===== src/hw/rtl/nems_pkg.sv =====
// nems_pkg: shared types and constants for the next-event min selector.
// Used by every module under hw/rtl; depends on nothing.
package nems_pkg;

  localparam logic [63:0] TIME_INF = 64'hFFFF_FFFF_FFFF_FFFF;
  localparam logic [6:0]  PROGRESS_PARTS = 7'd100;
  localparam logic [6:0]  COUNT_MAX = 7'd127;
  // floor(2^64 / 25), reciprocal for the progress-step divide
  localparam logic [63:0] RECIP_25 = 64'h0A3D_70A3_D70A_3D70;

  // opcodes
  localparam logic [2:0] OP_WR_STATE = 3'd0;
  localparam logic [2:0] OP_WR_EVENT = 3'd1;
  localparam logic [2:0] OP_WR_INPUT = 3'd2;
  localparam logic [2:0] OP_WR_FLAG  = 3'd3;
  localparam logic [2:0] OP_INIT     = 3'd4;
  localparam logic [2:0] OP_UPDATE   = 3'd5;

  // winner kinds, also used as table selects
  localparam logic [1:0] KIND_STATE = 2'd0;
  localparam logic [1:0] KIND_EVENT = 2'd1;
  localparam logic [1:0] KIND_INPUT = 2'd2;

  // configuration register indexes
  localparam logic [2:0] CFG_NUM_STATES = 3'd0;
  localparam logic [2:0] CFG_NUM_EVENTS = 3'd1;
  localparam logic [2:0] CFG_NUM_INPUTS = 3'd2;
  localparam logic [2:0] CFG_START_TIME = 3'd3;
  localparam logic [2:0] CFG_FINAL_TIME = 3'd4;

  typedef struct packed {
    logic [2:0]  opcode;
    logic [5:0]  entry_index;
    logic [63:0] time_value;
    logic        zero_cross_flag;
  } in_t;

  typedef struct packed {
    logic [63:0] next_time;
    logic [5:0]  next_index;
    logic [1:0]  next_kind;
    logic [63:0] sim_time;
    logic        progress_mark;
  } out_t;

  typedef struct packed {
    logic       load_item;
    logic       write_tbl;
    logic       scan_start;
    logic [1:0] scan_sel;
    logic       save_st;
    logic       save_ev;
    logic       save_in;
    logic       pick;
    logic       init_time;
    logic       div_start;
    logic       upd_time;
    logic       upd_el;
    logic       upd_mark;
    logic       load_out;
  } cmd_t;

  typedef struct packed {
    logic [2:0] op;
    logic       scan_done;
    logic       rescan_ev;
    logic       rescan_in;
    logic       div_done;
  } sts_t;

endpackage


===== src/hw/rtl/nems_ctrl.sv =====
// nems_ctrl: sequencer for writes, table scans, time update and result hand-off.
// Depends on nems_pkg.
module nems_ctrl (
  input  logic              clk_i,
  input  logic              rst_ni,
  input  logic              in_valid_i,
  output logic              in_ready_o,
  output logic              out_valid_o,
  input  logic              out_ready_i,
  input  nems_pkg::sts_t    sts_i,
  output nems_pkg::cmd_t    cmd_o
);

  localparam logic [3:0] S_IDLE     = 4'd0;
  localparam logic [3:0] S_DECODE   = 4'd1;
  localparam logic [3:0] S_SCAN_ST  = 4'd2;
  localparam logic [3:0] S_SCAN_EV  = 4'd3;
  localparam logic [3:0] S_SCAN_IN  = 4'd4;
  localparam logic [3:0] S_PICK     = 4'd5;
  localparam logic [3:0] S_INIT_T   = 4'd6;
  localparam logic [3:0] S_INIT_DIV = 4'd7;
  localparam logic [3:0] S_UPD_T    = 4'd8;
  localparam logic [3:0] S_UPD_EL   = 4'd9;
  localparam logic [3:0] S_UPD_MARK = 4'd10;
  localparam logic [3:0] S_EMIT     = 4'd11;

  logic [3:0] state_q, state_d;
  logic       ovalid_q, ovalid_d;
  logic       is_init;

  assign is_init = sts_i.op == nems_pkg::OP_INIT;

  always_comb begin
    state_d  = state_q;
    ovalid_d = ovalid_q && !out_ready_i;
    cmd_o    = '0;
    case (state_q)
      S_IDLE: begin
        if (in_valid_i) begin
          cmd_o.load_item = 1'b1;
          state_d = S_DECODE;
        end
      end
      S_DECODE: begin
        case (sts_i.op)
          nems_pkg::OP_WR_STATE, nems_pkg::OP_WR_EVENT,
          nems_pkg::OP_WR_INPUT, nems_pkg::OP_WR_FLAG: begin
            cmd_o.write_tbl = 1'b1;
            state_d = S_IDLE;
          end
          nems_pkg::OP_INIT, nems_pkg::OP_UPDATE: begin
            cmd_o.scan_start = 1'b1;
            cmd_o.scan_sel   = nems_pkg::KIND_STATE;
            state_d = S_SCAN_ST;
          end
          default: state_d = S_IDLE;
        endcase
      end
      S_SCAN_ST: begin
        if (sts_i.scan_done) begin
          cmd_o.save_st = 1'b1;
          if (is_init || sts_i.rescan_ev) begin
            cmd_o.scan_start = 1'b1;
            cmd_o.scan_sel   = nems_pkg::KIND_EVENT;
            state_d = S_SCAN_EV;
          end else if (sts_i.rescan_in) begin
            cmd_o.scan_start = 1'b1;
            cmd_o.scan_sel   = nems_pkg::KIND_INPUT;
            state_d = S_SCAN_IN;
          end else begin
            state_d = S_PICK;
          end
        end
      end
      S_SCAN_EV: begin
        if (sts_i.scan_done) begin
          cmd_o.save_ev = 1'b1;
          if (is_init || sts_i.rescan_in) begin
            cmd_o.scan_start = 1'b1;
            cmd_o.scan_sel   = nems_pkg::KIND_INPUT;
            state_d = S_SCAN_IN;
          end else begin
            state_d = S_PICK;
          end
        end
      end
      S_SCAN_IN: begin
        if (sts_i.scan_done) begin
          cmd_o.save_in = 1'b1;
          state_d = S_PICK;
        end
      end
      S_PICK: begin
        cmd_o.pick = 1'b1;
        state_d = is_init ? S_INIT_T : S_UPD_T;
      end
      S_INIT_T: begin
        cmd_o.init_time = 1'b1;
        cmd_o.div_start = 1'b1;
        state_d = S_INIT_DIV;
      end
      S_INIT_DIV: begin
        if (sts_i.div_done) state_d = S_EMIT;
      end
      S_UPD_T: begin
        cmd_o.upd_time = 1'b1;
        state_d = S_UPD_EL;
      end
      S_UPD_EL: begin
        cmd_o.upd_el = 1'b1;
        state_d = S_UPD_MARK;
      end
      S_UPD_MARK: begin
        cmd_o.upd_mark = 1'b1;
        state_d = S_EMIT;
      end
      S_EMIT: begin
        // output register free or draining this cycle
        if (!ovalid_q || out_ready_i) begin
          cmd_o.load_out = 1'b1;
          ovalid_d = 1'b1;
          state_d  = S_IDLE;
        end
      end
      default: state_d = S_IDLE;
    endcase
  end

  always_ff @(posedge clk_i or negedge rst_ni) begin
    if (!rst_ni) begin
      state_q  <= S_IDLE;
      ovalid_q <= 1'b0;
    end else begin
      state_q  <= state_d;
      ovalid_q <= ovalid_d;
    end
  end

  assign in_ready_o  = state_q == S_IDLE;
  assign out_valid_o = ovalid_q;

endmodule


===== config.mk =====
export PLATFORM = sky130hd
export DESIGN_NAME = nems_ctrl
export DESIGN_NICKNAME = d
export VERILOG_FILES = /design/src/hw/rtl/nems_pkg.sv /design/src/hw/rtl/nems_ctrl.sv
export SDC_FILE = /design/constraint.sdc
export NUM_CORES = 1
export LEC_CHECK = 0
export BUFFER_PORTS_ARGS = -buffer_cell sky130_fd_sc_hd__buf_2
export CORE_MARGIN = 2
export CORE_UTILIZATION = 44
export DETAILED_ROUTE_END_ITERATION = 8
export GPL_ROUTABILITY_DRIVEN = 0
export PLACE_DENSITY_LB_ADDON = 0.2
export SLEW_MARGIN = 5
export SYNTH_ARGS = -nofsm -noshare
export SYNTH_HDL_FRONTEND = slang
export SYNTH_SLANG_ARGS = --single-unit

===== constraint.sdc =====
create_clock -name clk_i -period 2.4 [get_ports clk_i]
set_clock_uncertainty 0.15 [all_clocks]
set_input_delay 0.48 -clock clk_i [delete_from_list [all_inputs] [get_ports clk_i]]
set_output_delay 0.48 -clock clk_i [all_outputs]
set_load 0.05 [all_outputs]

# Word-level counts from Yosys, hierarchy flattened

Index checks and enable logic that the tools add are counted.

Register bits after elaboration: 5
Output and inout bits: 17
Logic and storage cells: 71

Eq/ne operators: 22
Muxes and demuxes: 36
Reduce and logical (&&, ||, !) cells: 11

Operators with widths:

| operator                                                              | count |
|---|---|
| 4-bit one-hot mux with 12 select lines                                | 1 |
| 4-bit 2-to-1 mux                                                      | 9 |
| 1-bit 2-to-1 mux                                                      | 18 |
| 4-bit by 3-bit equality test with 1-bit output, second input constant | 4 |
| 4-bit equality test, second input constant                            | 4 |
| 3-bit 2-to-1 mux                                                      | 5 |
| 2-bit != test, second input constant                                  | 6 |
| 3-bit one-hot mux with 3 select lines                                 | 1 |
| 4-bit by 2-bit equality test with 1-bit output, second input constant | 2 |
| 3-bit by 2-bit equality test with 1-bit output, second input constant | 2 |
| 3-bit equality test, second input constant                            | 2 |
| 6-bit AND reduction                                                   | 1 |
| 4-bit by 1-bit equality test with 1-bit output, second input constant | 1 |
| 4-bit zero test                                                       | 1 |
| 2-bit 2-to-1 mux                                                      | 2 |
| 4-bit OR reduction                                                    | 1 |
| 3-bit by 1-bit equality test with 1-bit output, second input constant | 1 |
| 3-bit zero test                                                       | 1 |
| 1-bit logical OR                                                      | 3 |
| 1-bit zero test                                                       | 2 |
| 2-bit OR reduction                                                    | 1 |
| 1-bit logical AND                                                     | 1 |

# Depth between registers and ports, before layout

Word-level depth: 5
Gate-level depth with buffers: 6

# Worst setup path after synthesis

OpenSTA, ideal clock, no wires.

Path type: flip-flop to output port
From: reg state_q[3]
To: out cmd_o[7] (netlist name)
Arrival: 2.416 ns
Path slack: -0.646 ns
Stages on the path, launching flop included: 4
Cell sequence: dfrtp_1 -> buf_2 -> nand2b_1 -> nor4b_1

RTL lines:

| what                     | RTL line         | RTL |
|---|---|---|
| start: declaration       | nems_ctrl.sv:27  | `logic [3:0] state_q, state_d;` |
| start signal: assignment | nems_ctrl.sv:134 | `state_q <= state_d;` |
| end: declaration         | nems_ctrl.sv:11  | `output nems_pkg::cmd_t cmd_o` |

==> impl_results.md <==
* Count of flip-flops with a built-in enable after synthesis at 0
* Worst slew pin tran at 0.477 ns
* Post-Synth Simple-Gate Area at 0.371
* Asr flop ratio synth at 1.00
* Wire per inst at 13.3 µm
* Area grow syn2layout at 41.8%
* Initial Util at 0.463
* Power per Cell Area at 1200 nW/µm²
* Synthesized cell area at 587 µm²
* Distinct cells, synth at 38
* CP Class: reg -> out
* Share of layout cells above drive strength 1 at 0.495
* FMAX at 440 MHz
* Final antenna-violating net count at 0
* # DRC at 0
* Clk sinks at 5
* Clk pwr share at 0.106
* TritonCTS clock tree: built
* Inserted Clock Buffers at 3
* Switching share of power at 0.566
* Share of the synthesized area in the top cell type at 0.213
* First-pass GRT wire length at 2.28 mm
* Final setup fails at 0
* Vias/cell at 5.89
* Number of nets in the layout at 117
* Worst-path clk slew at 0.05 ns
* Avg Cell Area, Syn at 7.93 µm²
* Count of final max-slew check failures at 0
* Pleak at 0.400 nW
* Grt total ovfl at 0
* PnR worst setup slack at 0.126 ns
* Ys flop type: dfrtp_1
* Sequential share of power at 0.186
* WL final at 1.59 mm
* Htree depth at 1
* Die area at 1640 µm²
* Compound-Gate Fraction of Synth Area at 0.301
* Port bufs at 27
* Worst Setup Start Kind: flop
* Dpl ws at 0.199 ns
* Post-synthesis mux area share at 0.0256
* Vias in the first global route at 545
* Post-CTS setup buffer count at 0
* Post-synth top cells: 12 x nor2_1, 5 x dfrtp_1, 5 x nand2_1, 5 x nand2b_1, 5 x o21ai_0
* P_sw at 0.563 mW
* Slew headroom at 0.682
* Status: complete, no violations
* Core Box Area at 1270 µm²
* CP Max Fanout at 11
* Final period utilization at 0.948
* Initial antenna violation count at 0
* Worst-Skew Late Latency at 0.25 ns
* Top area cells in the synthesized netlist: dfrtp_1 21%, nor2_1 7.7%, nand2b_1 5.3%, o21ai_0 4.3%, a31oi_4 3.6%
* Total GRT Usage at 0.208
* Setup crit end kind: primary output
* DR vias at 707
* VDD IR max at 0.649 mV
* Xor/xnor cell area share of the yosys netlist at 0
* Drt first-iter violations at 17
* Cell Int Power at 0.432 mW
* RSZ-0062 raised after global routing: no
* Synth Warn # at 0
* CTS Buffer Depth at 2
* Max Cap Viol at 0
* IO Pins at 28
* Clock tree root buffer cell: clkbuf_4
* Synth area leader: dfrtp_1
* Largest family of logic cells by synthesized area: simple AND/OR/NAND/NOR gates
* Die height at 40.5 µm
* Critical Path RT at 1.77 ns
* WHS at 0.408 ns
* Hold Fails Final Rpt at 0
* DRT Pass-1 Iters at 4
* Adder-cell share of the synthesized area at 0
* Period minus WS final at 2.27 ns
* FP Rows at 13
* WP data arrival at 1.64 ns
* Die Wd at 40.5 µm
* Worst hold path class: reg -> reg
* Flops & latches, synth at 5
* Combinational power share at 0.708
* Largest net degree at the start of global routing at 14
* Cell with the most instances after synthesis: nor2_1
* HPWL Detailed at 1.19 mm
* Synth Instances at 74
* Sequential element share of the synthesized area at 0.213
* Ant. Diodes at 0
* Post-synthesis net count at 85
[worst paths after layout]
path | startpoint | end | slack (ns) | depth (start not counted)
worst max-delay path | state_q[1]$_DFFE_PN0P_ | cmd_o[14] | 0.13 | 4
min in group asynchronous | rst_ni | state_q[2]$_DFFE_PN0P_ | 0.45 | 2
worst min-delay path | out_valid_o$_DFF_PN0_ | out_valid_o$_DFF_PN0_ | 0.41 | 2
max in group asynchronous | rst_ni | state_q[1]$_DFFE_PN0P_ | 1.51 | 2
worst max register to register | state_q[2]$_DFFE_PN0P_ | state_q[2]$_DFFE_PN0P_ | 0.38 | 4
worst min register to register | out_valid_o$_DFF_PN0_ | out_valid_o$_DFF_PN0_ | 0.41 | 2
[worst max-delay path, stage by stage (launching register included)]
cell      delay, ns
dfrtp_2        0.48
buf_4          0.21
nor4_4         0.32
and2_1         0.16
clkbuf_4       0.22
[what timing repair did]
action                     in CTS  in global routing
setup endpoints to repair       0                  5
resized for setup               0                  4
hold endpoints to repair        5                  0
hold buffers                    1                  0
[sequential cells by signal, summed over array words and instances, names as in the netlist]
| signal | flops |
|---|---|
| state_q | 4 |
| out_valid_o | 1 |
[metal layers]
layer  vias up  global-route usage  part of all wire
met4         0              0.0750            0.0063
li1        341                   -                 -
met3         2              0.0333             0.066
met2        30               0.361              0.48
met1       334               0.252              0.44
met5         -                   0                 0
[metrics by stage]
step	util	total power, mW	TNS, ns	instances	instance area (µm²)
floorplan	-	0.722	-0.0563	74	626
global route	0.656	1.06	0	120	832
global placement	0.617	0.869	0	115	783
CTS	0.646	0.982	0	120	820
finish	0.656	0.995	0	120	832
detailed placement	0.617	0.873	0	115	783
[layout by cell type (no fill, tap or decap), types with 3 or more instances in the layout]
master    netlist  final
inv_1           3      3
clkbuf_4        0      4
buf_4           1      6
nand2_1         5      5
o21ai_0         5      5
buf_2           3     26
nand2b_1        5      5
dfrtp_1         5      4
nor2_1         12     10
[final cells by class]
type,count,area (µm²)
tap,15,18.8
fill,126,437
inverter,3,11.3
timing repair buffer,34,193
multi-input combinational,59,457
sequential,5,126
clock buffer,4,26.3
[power by group through the flow]
stage	logic (mW)	registers, mW	clock network, mW
after global routing	0.755	0.192	0.116
after floorplan	0.576	0.146	0
after CTS	0.694	0.179	0.109
after global placement	0.690	0.179	0
final	0.704	0.185	0.106
after detailed placement	0.691	0.182	0
[cell families after synthesis]
group                  Yosys count
DFF                              5
and+or+nand+nor                 38
buffers and inverters           10
muxes                            1
AOI/OAI and AO/OA               20
(Power assumes the default switching activity.)
